<file path="src/rtl/prq_pkg.sv">
package prq_pkg;

    // field widths of the stream words
    localparam int TASK_W      = 6;
    localparam int LEVEL_W     = 5;
    localparam int IN_TDATA_W  = 16;
    localparam int OUT_TDATA_W = 8;

    // defaults for the top level parameters
    localparam int DEF_TASKS  = 64;
    localparam int DEF_LEVELS = 32;

    // operation codes carried in s_axis_tuser
    localparam logic OP_ENQ = 1'b0;
    localparam logic OP_DEQ = 1'b1;

    typedef logic [TASK_W-1:0]  t_task;
    typedef logic [LEVEL_W-1:0] t_level;

    // priority encoder result
    typedef struct packed {
        logic   found;
        t_level idx;
    } t_penc;

endpackage

</file>
<file path="src/rtl/prq_ram.sv">
module prq_ram
    import prq_pkg::*;
#(
    parameter int WIDTH = TASK_W,
    parameter int DEPTH = DEF_TASKS
) (
    input  logic                     i_clk,
    input  logic                     i_wr_en,
    input  logic [$clog2(DEPTH)-1:0] i_wr_addr,
    input  logic [WIDTH-1:0]         i_wr_data,
    input  logic [$clog2(DEPTH)-1:0] i_rd_addr,
    output logic [WIDTH-1:0]         o_rd_data
);

    logic [WIDTH-1:0] r_mem [DEPTH];
    logic [WIDTH-1:0] r_rd_data;

    // one write port, one registered read port
    always_ff @(posedge i_clk) begin
        if (i_wr_en) begin
            r_mem[i_wr_addr] <= i_wr_data;
        end
        r_rd_data <= r_mem[i_rd_addr];
    end

    assign o_rd_data = r_rd_data;

endmodule

</file>
<file path="src/rtl/prq_penc.sv">
module prq_penc
    import prq_pkg::*;
#(
    parameter int LEVELS = DEF_LEVELS
) (
    input  logic [LEVELS-1:0] i_mask,
    output t_penc             o_top
);

    // highest set bit wins, scanning upward so later lanes override
    always_comb begin
        o_top = '0;
        for (int i = 0; i < LEVELS; i++) begin
            if (i_mask[i]) begin
                o_top.found = 1'b1;
                o_top.idx   = LEVEL_W'(i);
            end
        end
    end

endmodule

</file>
<file path="src/rtl/bitmap_priority_ready_queue_top.sv">
// Ready queue for a task scheduler: one FIFO of task ids per priority level.
// Input channel s_axis: tuser carries the operation (enqueue or dequeue),
// tdata the task id and the level. An enqueue appends the task at the tail
// of its level and gives no output word; a dequeue pops the head of the
// highest non-empty level and gives one output word on m_axis with the task
// id and a none_ready flag (set, with task id zero, when all levels are empty).
// Heads and tails live in one memory indexed by level, the next links in a
// second memory indexed by task; both have a registered read.
// An enqueue reads head/tail, then writes back head/tail and link.
// A dequeue reads head/tail and finishes there when the level empties or
// nothing is ready; else it then reads the link of the popped head, which
// waits for the head to arrive from memory. One item is in work at a time.
// Results go to an output register, so the next item is accepted while a
// result still waits; a dequeue that finishes while the output register is
// still full waits in a hold state until the receiver takes the old word.
// Reset (synchronous, active low) empties the ready mask and the output;
// memory contents are not cleared and need no clearing pass.
module bitmap_priority_ready_queue_top
    import prq_pkg::*;
#(
    parameter int TASKS  = DEF_TASKS,
    parameter int LEVELS = DEF_LEVELS
) (
    input  logic                   i_clk,
    input  logic                   i_rst_n,
    input  logic                   s_axis_tvalid,
    output logic                   s_axis_tready,
    // [5:0] task_id, [10:6] level, [15:11] zero
    input  logic [IN_TDATA_W-1:0]  s_axis_tdata,
    // [0] op
    input  logic                   s_axis_tuser,
    output logic                   m_axis_tvalid,
    input  logic                   m_axis_tready,
    // [5:0] chosen_task, [7:6] zero
    output logic [OUT_TDATA_W-1:0] m_axis_tdata,
    // [0] none_ready
    output logic                   m_axis_tuser
);

    localparam int LVL_AW  = $clog2(LEVELS);
    localparam int TASK_AW = $clog2(TASKS);

    localparam logic [1:0] ST_IDLE = 2'd0;
    localparam logic [1:0] ST_READ = 2'd1;
    localparam logic [1:0] ST_LINK = 2'd2;
    localparam logic [1:0] ST_EMIT = 2'd3;

    logic [1:0]        r_state, n_state;
    logic [LEVELS-1:0] r_mask, n_mask;
    logic              r_op, n_op;
    logic              r_go, n_go;
    t_task             r_tid, n_tid;
    logic [LVL_AW-1:0] r_lvl, n_lvl;
    t_task             r_head, n_head;
    t_task             r_tail, n_tail;
    t_task             r_res_task, n_res_task;
    logic              r_res_none, n_res_none;
    logic              r_out_valid, n_out_valid;
    t_task             r_out_task, n_out_task;
    logic              r_out_none, n_out_none;

    logic              in_op;
    t_task             in_tid;
    t_level            in_level;
    logic              s_accept;
    logic              slot_free;
    t_penc             top;
    logic [LVL_AW-1:0] acc_lvl;

    logic              ht_we;
    logic [LVL_AW-1:0] ht_raddr;
    logic [2*TASK_W-1:0] ht_wdata, ht_rdata;
    t_task             ht_head, ht_tail;

    logic               lk_we;
    logic [TASK_AW-1:0] lk_waddr, lk_raddr;
    t_task              lk_wdata, lk_rdata;

    logic  res_done;
    t_task res_task;
    logic  res_none;

    // input word unpacking
    assign in_op    = s_axis_tuser;
    assign in_tid   = s_axis_tdata[TASK_W-1:0];
    assign in_level = s_axis_tdata[TASK_W+LEVEL_W-1:TASK_W];

    assign s_axis_tready = (r_state == ST_IDLE);
    assign s_accept      = s_axis_tvalid && s_axis_tready;
    assign slot_free     = !r_out_valid || m_axis_tready;

    // highest non-empty level
    prq_penc #(.LEVELS(LEVELS)) u_penc (
        .i_mask (r_mask),
        .o_top  (top)
    );

    assign acc_lvl  = (in_op == OP_DEQ) ? LVL_AW'(top.idx) : LVL_AW'(in_level);
    assign ht_raddr = (r_state == ST_IDLE) ? acc_lvl : r_lvl;

    // head in the low half, tail in the high half
    prq_ram #(.WIDTH(2*TASK_W), .DEPTH(LEVELS)) u_ht_ram (
        .i_clk     (i_clk),
        .i_wr_en   (ht_we),
        .i_wr_addr (r_lvl),
        .i_wr_data (ht_wdata),
        .i_rd_addr (ht_raddr),
        .o_rd_data (ht_rdata)
    );

    assign ht_head  = ht_rdata[TASK_W-1:0];
    assign ht_tail  = ht_rdata[2*TASK_W-1:TASK_W];
    assign lk_raddr = TASK_AW'(ht_head);

    prq_ram #(.WIDTH(TASK_W), .DEPTH(TASKS)) u_link_ram (
        .i_clk     (i_clk),
        .i_wr_en   (lk_we),
        .i_wr_addr (lk_waddr),
        .i_wr_data (lk_wdata),
        .i_rd_addr (lk_raddr),
        .o_rd_data (lk_rdata)
    );

    // sequencer: read, modify, write back
    always_comb begin
        n_state    = r_state;
        n_mask     = r_mask;
        n_op       = r_op;
        n_go       = r_go;
        n_tid      = r_tid;
        n_lvl      = r_lvl;
        n_head     = r_head;
        n_tail     = r_tail;
        n_res_task = r_res_task;
        n_res_none = r_res_none;
        ht_we      = 1'b0;
        ht_wdata   = {r_tid, r_tid};
        lk_we      = 1'b0;
        lk_waddr   = TASK_AW'(ht_tail);
        lk_wdata   = r_tid;
        res_done   = 1'b0;
        res_task   = '0;
        res_none   = 1'b0;

        case (r_state)
            ST_IDLE: begin
                if (s_accept) begin
                    n_op  = in_op;
                    n_tid = in_tid;
                    n_lvl = acc_lvl;
                    if (in_op == OP_DEQ) begin
                        n_go = top.found;
                    end else begin
                        n_go = (32'(in_level) < 32'(LEVELS)) &&
                               (32'(in_tid) < 32'(TASKS));
                    end
                    n_state = ST_READ;
                end
            end
            ST_READ: begin
                if (r_op == OP_ENQ) begin
                    // append at the tail, or start a new list
                    if (r_go) begin
                        ht_we = 1'b1;
                        if (r_mask[r_lvl]) begin
                            ht_wdata = {r_tid, ht_head};
                            lk_we    = (32'(ht_tail) < 32'(TASKS));
                        end else begin
                            ht_wdata = {r_tid, r_tid};
                        end
                        n_mask[r_lvl] = 1'b1;
                    end
                    n_state = ST_IDLE;
                end else if (!r_go) begin
                    res_done = 1'b1;
                    res_none = 1'b1;
                end else if (ht_head == ht_tail) begin
                    // last task of the level
                    n_mask[r_lvl] = 1'b0;
                    res_done      = 1'b1;
                    res_task      = ht_head;
                end else begin
                    n_head  = ht_head;
                    n_tail  = ht_tail;
                    n_state = ST_LINK;
                end
            end
            ST_LINK: begin
                // advance the head to its successor
                ht_we = 1'b1;
                if (32'(r_head) < 32'(TASKS)) begin
                    ht_wdata = {r_tail, lk_rdata};
                end else begin
                    ht_wdata = {r_tail, t_task'(0)};
                end
                res_done = 1'b1;
                res_task = r_head;
            end
            ST_EMIT: begin
                if (slot_free) begin
                    n_state = ST_IDLE;
                end
            end
            default: begin
                n_state = ST_IDLE;
            end
        endcase

        // park the result when the output register is still full
        if (res_done) begin
            if (slot_free) begin
                n_state = ST_IDLE;
            end else begin
                n_res_task = res_task;
                n_res_none = res_none;
                n_state    = ST_EMIT;
            end
        end
    end

    // output register
    always_comb begin
        n_out_valid = r_out_valid && !m_axis_tready;
        n_out_task  = r_out_task;
        n_out_none  = r_out_none;
        if (res_done && slot_free) begin
            n_out_valid = 1'b1;
            n_out_task  = res_task;
            n_out_none  = res_none;
        end else if ((r_state == ST_EMIT) && slot_free) begin
            n_out_valid = 1'b1;
            n_out_task  = r_res_task;
            n_out_none  = r_res_none;
        end
    end

    // control registers
    always_ff @(posedge i_clk) begin
        if (!i_rst_n) begin
            r_state     <= ST_IDLE;
            r_mask      <= '0;
            r_out_valid <= 1'b0;
        end else begin
            r_state     <= n_state;
            r_mask      <= n_mask;
            r_out_valid <= n_out_valid;
        end
    end

    // payload registers
    always_ff @(posedge i_clk) begin
        r_op       <= n_op;
        r_go       <= n_go;
        r_tid      <= n_tid;
        r_lvl      <= n_lvl;
        r_head     <= n_head;
        r_tail     <= n_tail;
        r_res_task <= n_res_task;
        r_res_none <= n_res_none;
        r_out_task <= n_out_task;
        r_out_none <= n_out_none;
    end

    assign m_axis_tvalid = r_out_valid;
    assign m_axis_tdata  = {(OUT_TDATA_W-TASK_W)'(0), r_out_task};
    assign m_axis_tuser  = r_out_none;

endmodule

</file>
<file path="config.mk">
export PLATFORM = sky130hd
export DESIGN_NAME = bitmap_priority_ready_queue_top
export DESIGN_NICKNAME = d
export VERILOG_FILES = /design/src/rtl/prq_pkg.sv /design/src/rtl/prq_ram.sv /design/src/rtl/prq_penc.sv /design/src/rtl/bitmap_priority_ready_queue_top.sv
export SDC_FILE = /design/constraint.sdc
export NUM_CORES = 1
export LEC_CHECK = 0
export BUFFER_PORTS_ARGS = -buffer_cell sky130_fd_sc_hd__buf_2
export CAP_MARGIN = 20
export CORE_MARGIN = 8
export CORE_UTILIZATION = 30
export DETAILED_ROUTE_END_ITERATION = 7
export GPL_TIMING_DRIVEN = 1
export PLACE_DENSITY_LB_ADDON = 0.2
export SLEW_MARGIN = 0
export SYNTH_ARGS = -nofsm -noshare
export SYNTH_HDL_FRONTEND = slang
export SYNTH_SLANG_ARGS = --single-unit
</file>
<file path="constraint.sdc">
create_clock -name i_clk -period 3.9 [get_ports i_clk]
set_input_delay 0.195 -clock i_clk [delete_from_list [all_inputs] [get_ports i_clk]]
set_output_delay 0.195 -clock i_clk [all_outputs]
set_load 0.01 [all_outputs]
</file>
## Word-level counts from Yosys, hierarchy flattened

Memory sizes are Yosys's and may differ from the RTL's. A register that Yosys moved wholly into a read port is not among the register bits.
Index checks and enable logic that the tools add are counted.

| cells by class | value |
|---|---|
| $lt $le $gt $ge | 2 |
| equality and inequality tests | 9 |
| multiplexer cells | 82 |
| bitwise logic cells | 6 |
| reductions and logical operators | 17 |

Operators by type and width:

| kind | count |
|---|---|
| two-way mux 5 bit | 33 |
| two-way mux 32 bit | 4 |
| two-way mux 6 bit | 9 |
| bitwise AND 32 bit | 1 |
| NOT 32 bit | 1 |
| bitwise OR 32 bit | 1 |
| OR reduction 32 bit | 1 |
| case mux 12 bit (2 select lines) | 1 |
| two-way mux 1 bit | 22 |
| two-way mux 2 bit | 7 |
| case mux 6 bit (2 select lines) | 1 |
| != test 4 bit (second input constant) | 2 |
| == test 6 bit | 1 |
| less-than comparator 5 x 6 -> 1 bit (second input constant) | 1 |
| case mux 2 bit (3 select lines) | 1 |
| binary-select mux 1 bit (select 5 bit) | 1 |
| demux 1 bit (select 5 bit) | 1 |
| >= comparator 5 x 1 -> 1 bit (second input constant) | 1 |
| logical AND 1 bit | 5 |
| AND reduction 5 bit | 1 |
| == test 2 bit (second input constant) | 2 |
| case mux 1 bit (2 select lines) | 2 |
| AND reduction 2 bit | 2 |
| AND reduction 4 bit | 1 |
| 11 further kinds | 14 |

| storage, ports and cells | value |
|---|---|
| register bits after elaboration | 74 |
| memory bits (writable) | 768 |
| input port bits | 21 |
| output and inout bits | 11 |
| word-level logic and storage cells | 131 |
| memories | 2 |

Memory list:

| name | depth | width | read ports | clocked after Yosys merged registers in | write ports | line | text |
|---|---|---|---|---|---|---|---|
| u_ht_ram.r_mem | 32 | 12 | 1 | 1 | 1 | prq_ram.sv:15 | `logic [WIDTH-1:0] r_mem [DEPTH];` |
| u_link_ram.r_mem | 64 | 6 | 1 | 1 | 1 | prq_ram.sv:15 |  |

## Depth between registers and ports, before layout

| logic depth | value |
|---|---|
| word-level depth | 34 |
| depth in mapped cells | 12 |
| gate-level depth less buffers | 9 |

## Hierarchy

A second synthesis with hierarchy kept.

| unflattened totals | value |
|---|---|
| cell total of the unflattened synthesis | 2,015 |
| area, all modules | 34,881.0 µm² |

Modules (own cells, without submodules):

| module | times used | cells each | area an instance (µm²) | seq. area each (µm²) |
|---|---|---|---|---|
| prq_ram at u_ht_ram | 1 | 868 | 15,468.6 | 11,771.3 |
| prq_ram at u_link_ram | 1 | 720 | 15,225.9 | 11,651.2 |
| bitmap_priority_ready_queue_top | 1 | 364 | 3,846.2 | 1,871.8 |
| prq_penc | 1 | 63 | 340.3 | 0.0 |

## Least setup slack after synthesis

Ideal clock, no wire load.

| timing | value |
|---|---|
| path type | register -> register |
| start point | register r_lvl[0] |
| end point | memory u_ht_ram.r_mem[0][0] (netlist bit) (data pin) |
| setup time | 0.377 ns |
| data arrival time | 2.675 ns |
| data required time | 3.523 ns |
| path slack | 0.848 ns |
| cell stages (with the launch flop) | 10 |
| path buffers | 2 |
| period minus slack after synthesis | 3.052 ns |
| path through | edfxtp_1 -> buf_2 -> buf_2 -> mux4_2 -> mux4_2 -> mux2i_1 -> nor3b_2 -> o21ai_0 -> nand2_1 -> o211ai_1 |

| on the way | value |
|---|---|
| cells in the longest elaborated chain, start to end | 6 |

Ends and longest elaborated chain:

| what | line | text |
|---|---|---|
| start: declaration | bitmap_priority_ready_queue_top.sv:53 | `logic [LVL_AW-1:0] r_lvl, n_lvl;` |
| start signal: assignment | bitmap_priority_ready_queue_top.sv:255 | `r_lvl <= n_lvl;` |
| binary-select mux 1 bit (select 5 bit) | bitmap_priority_ready_queue_top.sv:165 | `if (r_mask[r_lvl]) begin` |
| two-way mux 1 bit (implied by the code) | bitmap_priority_ready_queue_top.sv:165 |  |
| two-way mux 6 bit | bitmap_priority_ready_queue_top.sv:165 |  |
| two-way mux 6 bit | bitmap_priority_ready_queue_top.sv:163 | `if (r_go) begin` |
| two-way mux 6 bit | bitmap_priority_ready_queue_top.sv:161 | `if (r_op == OP_ENQ) begin` |
| case mux 12 bit (2 select lines) | bitmap_priority_ready_queue_top.sv:145 | `case (r_state)` |
| net ht_wdata[0] | bitmap_priority_ready_queue_top.sv:72 | `logic [2*TASK_W-1:0] ht_wdata, ht_rdata;` |
| end: declaration | prq_ram.sv:15 |  |

The timed path passes the listed nets, and every way through them passes these cells. The select of a mux whose other input is x is not followed.

==> metrics.txt <==
dpl ws 0.345 ns; Die Height 365 microns; slack of the critical path 0.298 ns; setup TNS 0 ns; hold_sp i_rst_n; type of element capturing the critical path register; crit path max fanout 67; final setup vio count 0; Layout Nets 2462; final WL 101000 microns; area grow syn2layout 15.9%; Worst-Margin Slew 1.17 ns; H-tree levels 3; RSZ-0062 raised after global routing false; synthesized cell area 0.0366 sq mm; DRT Pass-1 Iters 5; number of synthesized flops with an enable pin 807; Main synth FF type edfxtp_1; largest net degree at the start of global routing 73; vias per cell 5.23; Setup CP Type register to register; R2R depth 9; layout cells sized above 1 19.6%; cts repair resizes 0; Clock transition at path regs 0.06 ns; r2r setup slk 0.30 ns; Slew headroom 22.3%; async set-reset flop share out of synthesis 0%; total grt overflow 0; WP data required 4.42 ns; antenna viol nets, final 0; hpwl dp 62900 microns; routed length per instance 24.4 microns; Die ar. 0.133 sq mm; Residual DRC 0; Final Hold Fails 0; Clock Skews 0.0221 ns; row cnt 128; data arrival time of the critical path 4.12 ns; WHS Path Cells 3; root buf cell clkbuf_16; CTS buffer count 87; Max Cap Viol 0; CTS tree done; synth warn 0; RR Endpoint u_ht_ram.o_rd_data[5]; Initial Util 30.2%; gate count of the mapped netlist 2323; IO buf count 24; Avg Inst Size Synth 15.8 sq um; initial drt markers 1726; RePlAce Congestion 0.814; core area 0.121 sq mm; run status completed; Leak Pwr 13.6 nW; Total Routing Usage GR 14.9%; Clk Latency, worst-skew pair 0.65 ns; CP Launch Type register; first-pass GRT wire length 149000 microns; Cell Pwr Density 704 mW/mm^2; die width 365 microns; minimum clock period 3.60 ns; initial antenna violation count 7; Synth cell types 79; worst hold-check path type input pin to register; FF+latch count, synth 860; VDD IR max 0.473 mV; sequential area share after synthesis 69.1%; I/O pin total 32; vias after detailed routing 21600; Hold EP r_state[1]; CTS Buffer Depth 3; Tcrit/Tclk final 92.4%; Slew Limit Fails 0; vias in the first global route 22000; clk sink count 860; postcts setup bufs 0; maximum clock frequency 278 MHz
registers in the layout, summed over array words and instances, names as in the netlist, 5 cells and up, named ones only:
signal / count
r_tail: 6
u_ht_ram.o_rd_data: 12
u_ht_ram.r_mem: 384
lk_wdata: 6
r_lvl: 5
u_link_ram.r_mem: 384
r_head: 6
r_res_task: 6
r_out_task: 6
u_link_ram.o_rd_data: 6
per-layer routing:
| metal | GRT usage (%) | vias to the layer above | routed length, microns |
|---|---|---|---|
| met4 | 3.70 | 0 | 1960 |
| li1 | - | 9600 | - |
| met3 | 2.34 | 116 | 5040 |
| met1 | 20.9 | 11400 | 46100 |
| met2 | 24.4 | 567 | 48000 |
| met5 | 0 | - | 0 |
Yosys cell counts, types with 18 or more instances:
cell type | count | share of area [%]
mux2i_1 | 127 | 3.5
o21ai_0 | 121 | 1.7
nand3_1 | 56 | 0.77
and3_1 | 58 | 0.99
inv_1 | 18 | 0.18
o211ai_1 | 18 | 0.37
nor2_1 | 188 | 1.9
edfxtp_1 | 807 | 66
a221oi_1 | 44 | 1.1
a211oi_1 | 76 | 1.6
a21oi_1 | 65 | 0.89
nand2_1 | 77 | 0.79
buf_1 | 26 | 0.27
nor4_1 | 18 | 0.31
a311oi_1 | 29 | 0.69
nor2b_1 | 21 | 0.36
dfxtp_1 | 53 | 2.9
mux2_2 | 23 | 0.71
buf_2 | 35 | 0.48
and2_1 | 35 | 0.60
clkbuf_1 | 95 | 0.97
mux4_2 | 137 | 8.4
metrics by stage:
step	hold WS, ns	area (sq um)	total power, mW	instances	util, %
final	0.0845	42400	29.9	4137	35.0
after global routing	0.0749	42400	31.2	4136	34.9
after CTS	0.0473	42400	30.2	4134	34.9
after detailed placement	0.377	39500	21.8	3962	32.5
after global placement	0.378	39400	21.7	3960	32.5
after floorplan	0.294	36600	17.6	2324	-
worst max-delay path, stage by stage, from the launching register on:
cell      delay, ns
dfxtp_1        0.38
nor2_1         0.07
o311ai_0       0.39
a31oi_1        0.35
o41ai_4        0.45
buf_4          0.77
mux2i_1        0.16
mux2i_1        0.17
o22ai_1        0.17
nor4b_4        0.45
cells by family after synthesis:
logic type,share of synthesized area [%]
other,0.0102
muxes,12.6
adders and majority gates,0.137
buffers and inverters,2.12
xor gates and xnor gates,0.144
AOI/OAI and AO/OA,8.79
DFF,69.1
and+or+nand+nor,7.09
what timing repair did:
item	CTS	global route
hold buffers	10	0
setup endpoints to repair	0	0
endpoints found under the hold margin	10	0
worst max path at each step:
stage	start	to	slack (ns)	cells after the start
floorplan	r_lvl[0]	u_ht_ram.r_mem[0][0]	0.85	9
global placement	r_lvl[0]	u_link_ram.r_mem[56][5]	0.35	10
detailed placement	r_lvl[2]	u_ht_ram.o_rd_data[6]	0.34	10
CTS	register	u_ht_ram.o_rd_data[1]	0.32	10
global route	register	u_ht_ram.o_rd_data[7]	0.05	10
finish	register	u_ht_ram.o_rd_data[5]	0.30	9
cells in the final DEF, fill, tap and decap left out, types with 44 or more instances in the layout:
master,count
edfxtp_1,807
nor2_1,187
buf_4,139
mux4_2,137
mux2i_1,127
o21ai_0,121
clkbuf_16,88
nand2_1,76
a211oi_1,76
a21oi_1,65
and3_1,58
nand3_1,56
dfxtp_1,50
a221oi_1,44
power by group:
group | switching [mW] | internal [mW] | total [mW]
Sequential | 0.424 | 11.2 | 11.6
Combinational | 6.09 | 3.81 | 9.90
Clock | 3.49 | 4.85 | 8.34
Total | 10.0 | 19.8 | 29.9
area by class of cell:
class	instances	area, sq um
fill	11600	79000
antenna	2	5.00
multi-input combinational	1279	10600
clock buffer	124	2370
sequential	860	25300
inverter	19	71.3
clock inverter	38	467
timing repair buffer	190	1590
tap	1625	2030
Power figures use the tool's default switching activity.
